==> config.mk <==
export PLATFORM = sky130hd
export DESIGN_NAME = debounced_button_led_chaser
export DESIGN_NICKNAME = d
export VERILOG_FILES = /design/src/rtl/core/dblc_pkg.sv /design/src/rtl/core/debounced_button_led_chaser.sv
export SDC_FILE = /design/constraint.sdc
export NUM_CORES = 1
export LEC_CHECK = 0
export BUFFER_PORTS_ARGS = -buffer_cell sky130_fd_sc_hd__buf_2
export CORE_UTILIZATION = 50
export DETAILED_ROUTE_END_ITERATION = 10
export GPL_TIMING_DRIVEN = 0
export PLACE_DENSITY = 0.68
export REMOVE_ABC_BUFFERS = 1
export SYNTH_ARGS = -nofsm -noshare
export SYNTH_HDL_FRONTEND = slang
export SYNTH_SLANG_ARGS = --single-unit
==> constraint.sdc <==
create_clock -name clk_i -period 11 [get_ports clk_i]
set_clock_uncertainty 0.1 [all_clocks]
set_input_delay 2.2 -clock clk_i [delete_from_list [all_inputs] [get_ports clk_i]]
set_output_delay 2.2 -clock clk_i [all_outputs]
set_load 0.02 [all_outputs]
==> src/rtl/core/dblc_pkg.sv <==
// Shared types and constants for the debounced button LED chaser.
// No dependencies; imported by the core, its port checker and the testbench.
package dblc_pkg;

  // Fixed field widths
  localparam int unsigned ThreshW  = 4;
  localparam int unsigned PeriodW  = 16;
  localparam int unsigned TimeW    = 32;
  localparam int unsigned PatternW = 8;
  localparam int unsigned SpeedW   = 2;

  // Speed table depth (fixed by the register map)
  localparam int unsigned SPEED_COUNT = 4;

  // Stream and configuration port widths
  localparam int unsigned InDataW  = 40;
  localparam int unsigned OutDataW = 16;
  localparam int unsigned CfgAddrW = 3;
  localparam int unsigned CfgDataW = PeriodW;

  // Configuration register indexes
  typedef enum logic [CfgAddrW-1:0] {
    CFG_STABLE_THRESHOLD = 3'd0,
    CFG_PERIOD_SLOWEST   = 3'd1,
    CFG_PERIOD_SLOW      = 3'd2,
    CFG_PERIOD_FAST      = 3'd3,
    CFG_PERIOD_FASTEST   = 3'd4
  } cfg_idx_e;

  // Register reset values
  localparam logic [ThreshW-1:0] ThreshReset = 4'd5;
  localparam logic [PeriodW-1:0] PeriodSlowestReset = 16'd600;
  localparam logic [PeriodW-1:0] PeriodSlowReset    = 16'd300;
  localparam logic [PeriodW-1:0] PeriodFastReset    = 16'd150;
  localparam logic [PeriodW-1:0] PeriodFastestReset = 16'd75;

  // One result transaction, packed highest field first
  typedef struct packed {
    logic [3:0]          pad;
    logic [SpeedW-1:0]   speed_selected;
    logic                clicked;
    logic                led_stepped;
    logic [PatternW-1:0] led_pattern;
  } result_t;

endpackage

==> src/rtl/core/debounced_button_led_chaser.sv <==
// Top level of the debounced button LED chaser: debounce, speed select,
// LED stepping and a two-entry output buffer. Depends on dblc_pkg.
//
// Each input transaction is one poll (button level, millisecond time). The
// block takes one poll per clock unless stalled and returns exactly one
// result for it in the output register, or in the skid register behind it
// while that one is full, at the clock edge that accepts the poll, so the
// result can be taken in the next cycle at the earliest. The whole
// update is combinational logic from the poll and the state registers
// into the output register, the longest path running from the debounce
// through the speed select and the period mux into the 32-bit elapsed-time
// compare. The input stalls only when both registers hold results.
// Configuration writes land at once and are meant for idle periods.
module debounced_button_led_chaser #(
  parameter int unsigned LED_COUNT = 8
) (
  input  logic                          clk_i,
  input  logic                          rst_ni,
  // Configuration write port
  input  logic                          cfg_we_i,
  input  logic [dblc_pkg::CfgAddrW-1:0] cfg_addr_i,
  input  logic [dblc_pkg::CfgDataW-1:0] cfg_wdata_i,
  // Poll stream in
  input  logic                          s_axis_tvalid,
  output logic                          s_axis_tready,
  // tdata: [0] button_level, [32:1] now_ms, [39:33] zero
  input  logic [dblc_pkg::InDataW-1:0]  s_axis_tdata,
  // Result stream out
  output logic                          m_axis_tvalid,
  input  logic                          m_axis_tready,
  // tdata: [7:0] led_pattern, [8] led_stepped, [9] clicked,
  //        [11:10] speed_selected, [15:12] zero
  output logic [dblc_pkg::OutDataW-1:0] m_axis_tdata
);
  import dblc_pkg::*;

  localparam int unsigned PosW = (LED_COUNT > 1) ? $clog2(LED_COUNT) : 1;

  // Configuration registers
  logic [ThreshW-1:0] thresh_q;
  logic [PeriodW-1:0] period_q [SPEED_COUNT];

  always_ff @(posedge clk_i or negedge rst_ni) begin
    if (!rst_ni) begin
      thresh_q    <= ThreshReset;
      period_q[0] <= PeriodSlowestReset;
      period_q[1] <= PeriodSlowReset;
      period_q[2] <= PeriodFastReset;
      period_q[3] <= PeriodFastestReset;
    end else if (cfg_we_i) begin
      unique case (cfg_addr_i)
        CFG_STABLE_THRESHOLD: thresh_q    <= cfg_wdata_i[ThreshW-1:0];
        CFG_PERIOD_SLOWEST:   period_q[0] <= cfg_wdata_i;
        CFG_PERIOD_SLOW:      period_q[1] <= cfg_wdata_i;
        CFG_PERIOD_FAST:      period_q[2] <= cfg_wdata_i;
        CFG_PERIOD_FASTEST:   period_q[3] <= cfg_wdata_i;
        default: ;  // unmapped index: write dropped
      endcase
    end
  end

  // Handshake bookkeeping
  logic in_acc, out_take;
  logic out_valid_q, out_valid_d;
  logic skid_valid_q, skid_valid_d;
  result_t out_q, out_d, skid_q, skid_d;

  assign s_axis_tready = !skid_valid_q;
  assign in_acc        = s_axis_tvalid && s_axis_tready;
  assign out_take      = out_valid_q && m_axis_tready;

  // Poll fields
  logic             level;
  logic [TimeW-1:0] now_ms;
  assign level  = s_axis_tdata[0];
  assign now_ms = s_axis_tdata[TimeW:1];

  // State registers
  logic               last_sample_q, last_sample_d;
  logic               stable_q, stable_d;
  logic [ThreshW-1:0] streak_q, streak_d;
  logic [SpeedW-1:0]  speed_q, speed_d;
  logic [PosW-1:0]    pos_q, pos_d;
  logic [TimeW-1:0]   last_time_q, last_time_d;
  logic [PatternW-1:0] drive_q, drive_d;

  // Per-poll update
  logic              confirmed, click, step;
  logic [TimeW-1:0]  elapsed;
  logic [PosW:0]     pos_inc;
  logic [SpeedW:0]   speed_inc;
  result_t           res;

  always_comb begin
    // debounce streak
    last_sample_d = last_sample_q;
    streak_d      = streak_q;
    if (level == last_sample_q) begin
      if (streak_q < thresh_q) streak_d = streak_q + 4'd1;
    end else begin
      last_sample_d = level;
      streak_d      = 4'd1;
    end
    confirmed = (streak_d >= thresh_q);
    stable_d  = stable_q;
    click     = 1'b0;
    if (confirmed && (level != stable_q)) begin
      stable_d = level;
      click    = level;
    end

    // speed select, wrapping
    speed_inc = {1'b0, speed_q} + 3'd1;
    speed_d   = speed_q;
    if (click) begin
      speed_d = (speed_inc >= 3'(SPEED_COUNT)) ? '0 : speed_inc[SpeedW-1:0];
    end

    // LED step when elapsed time reaches the selected period
    elapsed     = now_ms - last_time_q;
    step        = (elapsed >= {{(TimeW-PeriodW){1'b0}}, period_q[speed_d]});
    pos_inc     = {1'b0, pos_q} + {{PosW{1'b0}}, 1'b1};
    last_time_d = last_time_q;
    drive_d     = drive_q;
    pos_d       = pos_q;
    if (step) begin
      last_time_d = now_ms;
      drive_d     = PatternW'(1) << pos_q;  // zero past the eighth LED
      pos_d       = (pos_inc >= (PosW+1)'(LED_COUNT)) ? '0 : pos_inc[PosW-1:0];
    end

    res                = '0;
    res.led_pattern    = drive_d;
    res.led_stepped    = step;
    res.clicked        = click;
    res.speed_selected = speed_d;
  end

  always_ff @(posedge clk_i or negedge rst_ni) begin
    if (!rst_ni) begin
      last_sample_q <= 1'b0;
      stable_q      <= 1'b0;
      streak_q      <= 4'd1;
      speed_q       <= '0;
      pos_q         <= '0;
      last_time_q   <= '0;
      drive_q       <= '0;
    end else if (in_acc) begin
      last_sample_q <= last_sample_d;
      stable_q      <= stable_d;
      streak_q      <= streak_d;
      speed_q       <= speed_d;
      pos_q         <= pos_d;
      last_time_q   <= last_time_d;
      drive_q       <= drive_d;
    end
  end

  // Output register with skid stage
  always_comb begin
    out_valid_d  = out_valid_q;
    out_d        = out_q;
    skid_valid_d = skid_valid_q;
    skid_d       = skid_q;
    if (!out_valid_q || out_take) begin
      out_valid_d  = skid_valid_q || in_acc;
      out_d        = skid_valid_q ? skid_q : res;
      skid_valid_d = 1'b0;
    end else if (in_acc) begin
      skid_valid_d = 1'b1;
      skid_d       = res;
    end
  end

  always_ff @(posedge clk_i or negedge rst_ni) begin
    if (!rst_ni) begin
      out_valid_q  <= 1'b0;
      skid_valid_q <= 1'b0;
    end else begin
      out_valid_q  <= out_valid_d;
      skid_valid_q <= skid_valid_d;
    end
  end

  always_ff @(posedge clk_i) begin
    out_q  <= out_d;
    skid_q <= skid_d;
  end

  assign m_axis_tvalid = out_valid_q;
  assign m_axis_tdata  = out_q;

endmodule

Word level (Yosys, flattened, before mapping)
Index checks and enable logic that the tools add are counted.
- logic and storage cells: 73
- input port bits: 64
- output and inout bits: 18
- register bits after elaboration: 145
- reductions and logical operators: 18
- order comparisons: 6
- shift-type cells: 1
- $add $sub $neg: 4
- bitwise operators: 3
- eq/ne operators: 6
- multiplexer cells: 13
- operators by type and width (kind ; number):
    $bmux 16 s2 ; 1
    $ge 32x16->1 ; 1
    $mux 16 ; 2
    $sub 32x32->32 ; 1
    $reduce_and 2->1 ; 9
    $mux 12 ; 1
    $mux 4 ; 2
    $mux 8 ; 1
    $shl 1x3->8 const A ; 1
    $eq 3x2->1 const B ; 2
    $ge 3x3->1 const B ; 2
    $add 3x1->4 const B ; 1
    $add 4x1->4 const B ; 1
    $ge 4x4->1 ; 1
    $ge 4x4->1 const B ; 1
    $lt 4x4->1 ; 1
    $mux 2 ; 2
    $add 2x1->3 const B ; 1
    $eq 3x1->1 const B ; 1
    $eq 3x3->1 const B ; 1
    $logic_and 1x1->1 ; 3
    $logic_not 3->1 ; 1
    $mux 1 ; 3
    $mux 3 ; 1
    other kinds (7) ; 10

Longest topological paths before layout
Gate-level depths: netlist of the first run.
- word-level depth: 14
- gate-level depth with buffers: 31
- gate-level depth less buffers: 28

Worst setup path after synthesis of the first run
No wires, ideal clock.
- path kind: input-to-reg
- start: in s_axis_tdata[0] (netlist bit)
- end: reg skid_q[0] (netlist bit), data pin
- required time: 10.638 ns
- library setup time: 0.262 ns
- buffers on the path: 2
- path slack: 3.850 ns
- stages: 25
- data arrival time: 6.788 ns
- cells stage by stage: xor2_1 nor2_1 ha_1 nand2b_1 a21o_1 a21o_1 a21oi_1 nor3b_1 mux2i_1 clkinv_1 clkbuf_1 nand2_1 nand2_1 o21ai_0 ha_1 a21o_1 a31oi_1 o21ai_0 o2bb2ai_1 nor4_4 o221ai_2 and4b_1 nand3_1 buf_6 mux2_1
- longest elaborated chain between the ends: 12
- elaborated cells between the ends (all ways): 13
- those cells by class: 2 x order compare; 2 x eq/ne; 7 x mux; 1 x bitwise; 1 x reduce/logical
- RTL lines (item ; RTL line ; source):
    start, declared ; debounced_button_led_chaser.sv:27 ; input logic [dblc_pkg::InDataW-1:0] s_axis_tdata,
    $eq 1x1->1 ; debounced_button_led_chaser.sv:98 ; if (level == last_sample_q) begin
    $mux 4 ; debounced_button_led_chaser.sv:98 ;
    $ge 4x4->1 ; debounced_button_led_chaser.sv:104 ; confirmed = (streak_d >= thresh_q);
    $logic_and 1x1->1 ; debounced_button_led_chaser.sv:107 ; if (confirmed && (level != stable_q)) begin
    $mux 1 (*) ; debounced_button_led_chaser.sv:107 ;
    via click ; debounced_button_led_chaser.sv:88 ; logic confirmed, click, step;
    $mux 2 (*) ; debounced_button_led_chaser.sv:115 ; if (click) begin
    $not 2->3 (not written as such) (*) ; debounced_button_led_chaser.sv:121 ; step = (elapsed >= {{(TimeW-PeriodW){1'b0}}, period_q[speed_d]});
    $bmux 16 s2 (*) ; debounced_button_led_chaser.sv:121 ;
    $mux 16 (not written as such) (*) (2 in series) ; debounced_button_led_chaser.sv:121 ;
    $ge 32x16->1 (*) ; debounced_button_led_chaser.sv:121 ;
    $mux 8 (*) ; debounced_button_led_chaser.sv:126 ; if (step) begin
    via drive_d[0] ; debounced_button_led_chaser.sv:85 ; logic [PatternW-1:0] drive_q, drive_d;
    end signal, assigned ; debounced_button_led_chaser.sv:187 ; skid_q <= skid_d;
    end, declared ; debounced_button_led_chaser.sv:66 ; result_t out_q, out_d, skid_q, skid_d;
Mark *: on every way through the listed nets, which the timed path passes. The rest lies on a longest branch. The select of a mux whose other input is x is not followed.
A chain may end at the register's enable or synchronous reset.

Worst setup path in the final report of the first run
Ends and elaborated chain as after synthesis.

==> results of run 1 <==
[flip-flops by register name, indices dropped and copies added, names as in the netlist]
signal / count
m_axis_tdata: 12
speed_q: 2
last_time_q: 32
stable_q: 1
pos_q: 3
last_sample_q: 1
skid_valid_q: 1
period_q: 64
drive_q: 8
m_axis_tvalid: 1
skid_q: 12
streak_q: 4
thresh_q: 4
[worst max-delay path: stages]
cell and delay [ps]:
buf_2 110, xor2_1 430, nor2_1 130, ha_1 290, nand2b_1 90, a21o_1 120, a21o_1 120, a21oi_1 100
nor3b_1 760, mux2i_4 700, clkinv_1 1030, nand2_1 290, nand2_1 80, o21ai_0 310, ha_1 320, a21o_1 180
a31oi_1 150, o21ai_0 220, o2bb2ai_1 220, nor4_4 280, o221ai_2 130, and4b_1 870, nand3_2 530, buf_12 340
mux2_1 330
[final cells by class]
| cell class | instances | area share (%) |
|---|---|---|
| Clock inverter | 12 | 1.07 |
| Multi-Input combinational cell | 827 | 51.6 |
| Sequential cell | 145 | 33.7 |
| Inverter | 52 | 1.75 |
| Antenna cell | 1 | 0.0224 |
| Tap cell | 265 | 2.97 |
| Timing Repair Buffer | 78 | 4.70 |
| Clock buffer | 20 | 4.19 |
[power by group]
group	total, uW	internal (uW)	switching [uW]
Combinational	1020	414	610
Clock	591	336	254
Sequential	748	680	67.8
[cell usage after synthesis, drive strengths merged, types with 15 or more instances]
cell type,n
a21o,15
a21oi,47
a31o,31
buf,32
clkbuf,38
dfrtp,102
dfstp,19
edfxtp,24
ha,62
inv,51
mux2,74
nand2,174
nand3,37
nand4,22
nor2,54
nor2b,22
nor3,18
o21ai,65
o41ai,32
[worst max path at each step]
stage / from / endpoint / slack, ps / cells after the start
after floorplan: s_axis_tdata[0] / skid_q[0]$_DFFE_PP_ / 830 / 23
after global placement: s_axis_tdata[0] / m_axis_tdata[8]$_DFFE_PN_ / -3070 / 24
after detailed placement: s_axis_tdata[0] / skid_q[2]$_DFFE_PP_ / 290 / 25
after CTS: s_axis_tdata[0] / skid_q[2]$_DFFE_PP_ / 750 / 25
after global routing: s_axis_tdata[0] / skid_q[2]$_DFFE_PP_ / 20 / 25
final: s_axis_tdata[0] / skid_q[0]$_DFFE_PP_ / 700 / 25
[layer usage]
layer | up-vias | routed length (um) | part of all wire (%)
met5 | - | 25 | 0.10
met4 | 4 | 395 | 1.6
met3 | 37 | 1470 | 5.9
met2 | 267 | 11400 | 46
met1 | 3996 | 11400 | 46
li1 | 4048 | - | -
[kinds of logic (layout without fill, tap and decap cells)]
kind of cell | count (synthesis) | in the layout | share of synthesized area, %
and+or+nand+nor | 374 | 374 | 17.9
AOI/OAI and AO/OA | 280 | 280 | 19.8
buffers and inverters | 122 | 162 | 5.57
DFF | 145 | 145 | 37.6
adders and majority gates | 63 | 63 | 7.93
muxes | 83 | 83 | 9.20
xor gates and xnor gates | 23 | 23 | 2.01
other | 1 | 5 | 0.0374
[per-stage QoR]
stage,instances,total power [uW],hold slack (ps)
after CTS,1399,2360,399
after global placement,1359,1710,381
final,1400,2360,395
after global routing,1399,2540,410
after detailed placement,1367,1770,383
after floorplan,1024,1470,366
==> run metrics, run 1 <==
status complete, no violations; highest-count cells in the layout ignoring fill and taps 173 x nand2_1, 102 x dfrtp_1, 71 x mux2_2, 69 x buf_2, 62 x ha_1; pin count of the biggest net entering global routing 79; crit end category flop; Worst-Margin Slew 1190 ps; share of layout cells above drive strength 1 19.8%; unrepaired setup endpoints after global routing no; CTS max path bufs 2; Total Neg Setup Slack 0 ps; main area contributors after synthesis dfrtp_1 25%, mux2_2 8.0%, ha_1 7.7%, edfxtp_1 7.2%, nand2_1 6.5%; Slew HR 20.5%; fin util 57.1%; CP arrival 10380 ps; Post-synth EDFFs 24; M2 GR Usage 40.9%; most common cell after layout, fill and taps aside nand2_1; GR Util met1 34.1%; post-route clock period utilization 93.7%; Endpoint, Worst Hold last_sample_q$_DFFE_PN0P_; post-route antenna net violation count 0; Area Overhead vs Synth 11.4%; Peak VDD IR 0.000122 V; Die Height 144 um; worst skew pair latency 430 ps; Vias 8352; die area 0.0206 mm2; wirelength, routed 24700 um; first-pass GRT wire length 40600 um; Final Slew Violations 0; Async SR Flop Fraction 83.4%; Initial DRT Pass Iterations 5; Tot GR Track Use 25.3%; detail-routed via count per cell 5.97; Worst R2R Setup Slack 1500 ps; DP HPWL 17200 um; Design Area, Final 0.0112 mm2; gr busiest metal met2; cts bufs inserted 17; row count 51; Worst Path Max Fanout 34; register area 0.00377 mm2; vias in the first global route 7932; hold wc startpoint last_sample_q$_DFFE_PN0P_; final-report hold violation count 0; post-synth top area share 25.4%; critical path type primary input to flop; most area-hungry cell type in the Yosys netlist dfrtp_1; post-CTS sizing 0; FF-to-FF End skid_q[0]$_DFFE_PP_; worst setup margin 696 ps; met3 Track Usage GR 4.90%; post-synthesis sequential area ratio 37.6%; CTS tree done; multi-input logic area 0.00576 mm2; effective utilization at floorplan 51.2%; Mapped Area 0.0100 mm2; initial detailed-routing violation count 510; flops & latches, synth 145; I/O pin total 82; Static Leakage 0.00490 uW; top_reg_cell synth dfrtp_1; DP Area 0.0106 mm2; final setup fails 0; filler instances 1763; Distinct cells, synth 82; Critical R2R Launch streak_q[1]$_DFFE_PN0P_; H-tree depth 4; drc violations 0; Critical Path RT 11070 ps; PD cells 211 mW/mm2; FF-to-FF path depth 28; Max Clock Freq 97.1 MHz; hold depth 2; Hold Path Class flop to flop; CP Launch Type primary input; Root Driver clkbuf_16; Die X 144 um; cell count after synthesis 1091; Avg Inst Size Synth 9.20 um2; initial antenna violation count 3; wire per inst 17.7 um; Clock transition at path regs 60 ps; dpl ws 291 ps; core area 0.0196 mm2; Final nets 1248; Clock Sinks 145; gpl congestion 0.952; port buffer count 70; Final min period 10300 ps; Post-CTS Setup Bufs 0; max-cap violations 0; Hold-fix buffers, CTS 0; Ys Warns 0; total congestion overflow 0
(Power assumes the default switching activity.)
==> run 2: changes to the inputs <==
- CTS_BUF_LIST: unset -> sky130_fd_sc_hd__clkbuf_4
==> run 2 against run 1 <==
Compared with the run above:
- count of clock-buffer cells in the layout decreased by 2
- critical endpoint is now skid_q[2]$_DFFE_PP_
- critical path depth is the same
- worst setup slack improved by 190 ps
- register-to-register slack about the same
- design area decreased by 2.7%
- via count fell by 0.23%
- core utilization decreased by 1.5 points
- first-iteration DRC count rose by 18%
==> run metrics, run 2 (synthesized netlist as in run 1, its figures left out) <==
Clock transition at path regs 140 ps (+80 ps); DP HPWL 17200 um (unchanged); most common cell after layout, fill and taps aside nand2_1; Die X 144 um (unchanged); CTS max path bufs 2 (unchanged); most used cell, CP a21o_1; Worst R2R Setup Slack 1500 ps (about the same); die area 0.0206 mm2 (unchanged); Critical Path RT 11240 ps (+170 ps); Worst path max stage delay 1020 ps (about the same); Vias 8333 (-0.23%); Root Driver clkbuf_4; Static Leakage 0.00477 uW (-2.7%); pin count of the biggest net entering global routing 79 (unchanged); Die Height 144 um (unchanged); core area 0.0196 mm2 (unchanged); CTS tree done; initial detailed-routing violation count 602 (+18%); M2 GR Usage 40.1% (-0.79 points); drc violations 0 (unchanged); Area Overhead vs Synth 8.44%; CP Launch Type primary input; Final Slew Violations 0 (unchanged); FF-to-FF End skid_q[2]$_DFFE_PP_; Total Neg Setup Slack 0 ps (unchanged); effective utilization at floorplan 51.2% (unchanged); largest registers period_q (64), last_time_q (32); Worst Path Max Fanout 34 (unchanged); post-route clock period utilization 91.9% (-1.8 points); critical path's slowest cell clkinv_1; PD cells 196 mW/mm2 (-7.5%); port buffer count 70 (unchanged); Initial DRT Pass Iterations 5 (unchanged); max-cap violations 0 (unchanged); total congestion overflow 0 (unchanged); met3 Track Usage GR 5.40% (+0.50 points); Slew HR 19.9% (-0.58 points); Final min period 10110 ps (-193 ps); first-pass GRT wire length 40200 um (-0.93%); Post-CTS Setup Bufs 0 (unchanged); gr busiest metal met2; vias in the first global route 7882 (-0.63%); Biggest register period_q; gpl congestion 0.952 (unchanged); FF-to-FF path depth 28 (unchanged); initial antenna violation count 4 (+1); final setup fails 0 (unchanged); unrepaired setup endpoints after global routing no; Worst-Margin Slew 1200 ps (+8.67 ps); Peak VDD IR 0.000110 V (-10%); worst skew pair latency 590 ps (+160 ps); hold wc startpoint last_sample_q$_DFFE_PN0P_; detail-routed via count per cell 5.95 (-0.30%); wirelength, routed 24500 um (-0.96%); crit end category flop; Hold Path Class flop to flop; critical path type primary input to flop; share of layout cells above drive strength 1 19.8% (unchanged); Clock Sinks 145 (unchanged); Hold-fix buffers, CTS 0 (unchanged); CP arrival 10350 ps (-30 ps); Tot GR Track Use 25.1% (-0.22 points); highest-count cells in the layout ignoring fill and taps 173 x nand2_1, 102 x dfrtp_1, 71 x mux2_2, 69 x buf_2, 62 x ha_1; max FFs per register 64 (unchanged); status complete, no violations; post-CTS sizing 0 (unchanged); Max Clock Freq 98.9 MHz (+1.9%); wire per inst 17.5 um (-1.0%); cts bufs inserted 17 (unchanged); final-report hold violation count 0 (unchanged); Critical R2R Launch streak_q[1]$_DFFE_PN0P_; Pwr Total 2130 uW (-9.9%); Final nets 1248 (unchanged); H-tree depth 4 (unchanged); I/O pin total 82 (unchanged); GR Util met1 34.0% (-0.11 points); row count 51 (unchanged); Endpoint, Worst Hold last_sample_q$_DFFE_PN0P_; hold depth 2 (unchanged); post-route antenna net violation count 0 (unchanged)
## run 2: worst max-delay path: cells and delay by family
family,cells,cell delay (ps)
compound gates,9,1540
simple gates,8,3060
buf+inv,3,1470
fa+ha+maj,2,610
xor+xnor,1,420
mux,2,1030
## run 2: how the worst max path moves through the flow
stage               startpoint                        end  slack [ps]  cells past startpoint
2_1_floorplan  s_axis_tdata[0]        skid_q[0]$_DFFE_PP_         830                     23
5_1_grt        s_axis_tdata[0]        skid_q[2]$_DFFE_PP_         220                     25
3_3_place_gp   s_axis_tdata[0]  m_axis_tdata[8]$_DFFE_PN_       -3070                     24
6_report       s_axis_tdata[0]        skid_q[2]$_DFFE_PP_         890                     25
4_1_cts        s_axis_tdata[0]        skid_q[2]$_DFFE_PP_         950                     25
3_5_place_dp   s_axis_tdata[0]        skid_q[2]$_DFFE_PP_         290                     25
## run 2: where the power goes
group	total (uW)	internal [uW]	switching, uW
Combinational	1020	413	606
Clock	364	141	222
Sequential	746	679	67.3
Total	2130	1230	896
## run 2: layer usage
| layer | wire (um) | share of wire (%) |
|---|---|---|
| met1 | 11400 | 47 |
| met2 | 11300 | 46 |
| met3 | 1360 | 5.6 |
| met4 | 403 | 1.6 |
| met5 | 22 | 0.090 |
## run 2: final cells by class
cell class / count / area [um2]
fillers: 1811 / 8710
clock inverters: 14 / 154
diodes: 2 / 5.00
repair buffers: 78 / 526
inverters: 52 / 195
multi-input cells: 827 / 5760
flip-flops and latches: 145 / 3770
clock buffers: 18 / 135
well taps: 265 / 332
## run 2: through the flow
stage	instance area (um2)	setup WS (ps)	std cells	hold WS [ps]	utilization, %
6_report	10900	890	1401	411	55.6
5_1_grt	10900	221	1400	426	55.5
4_1_cts	10900	946	1399	416	55.5
3_5_place_dp	10600	291	1367	383	54.1
3_3_place_gp	10400	-3070	1359	381	52.9
2_1_floorplan	9680	826	1024	366	-
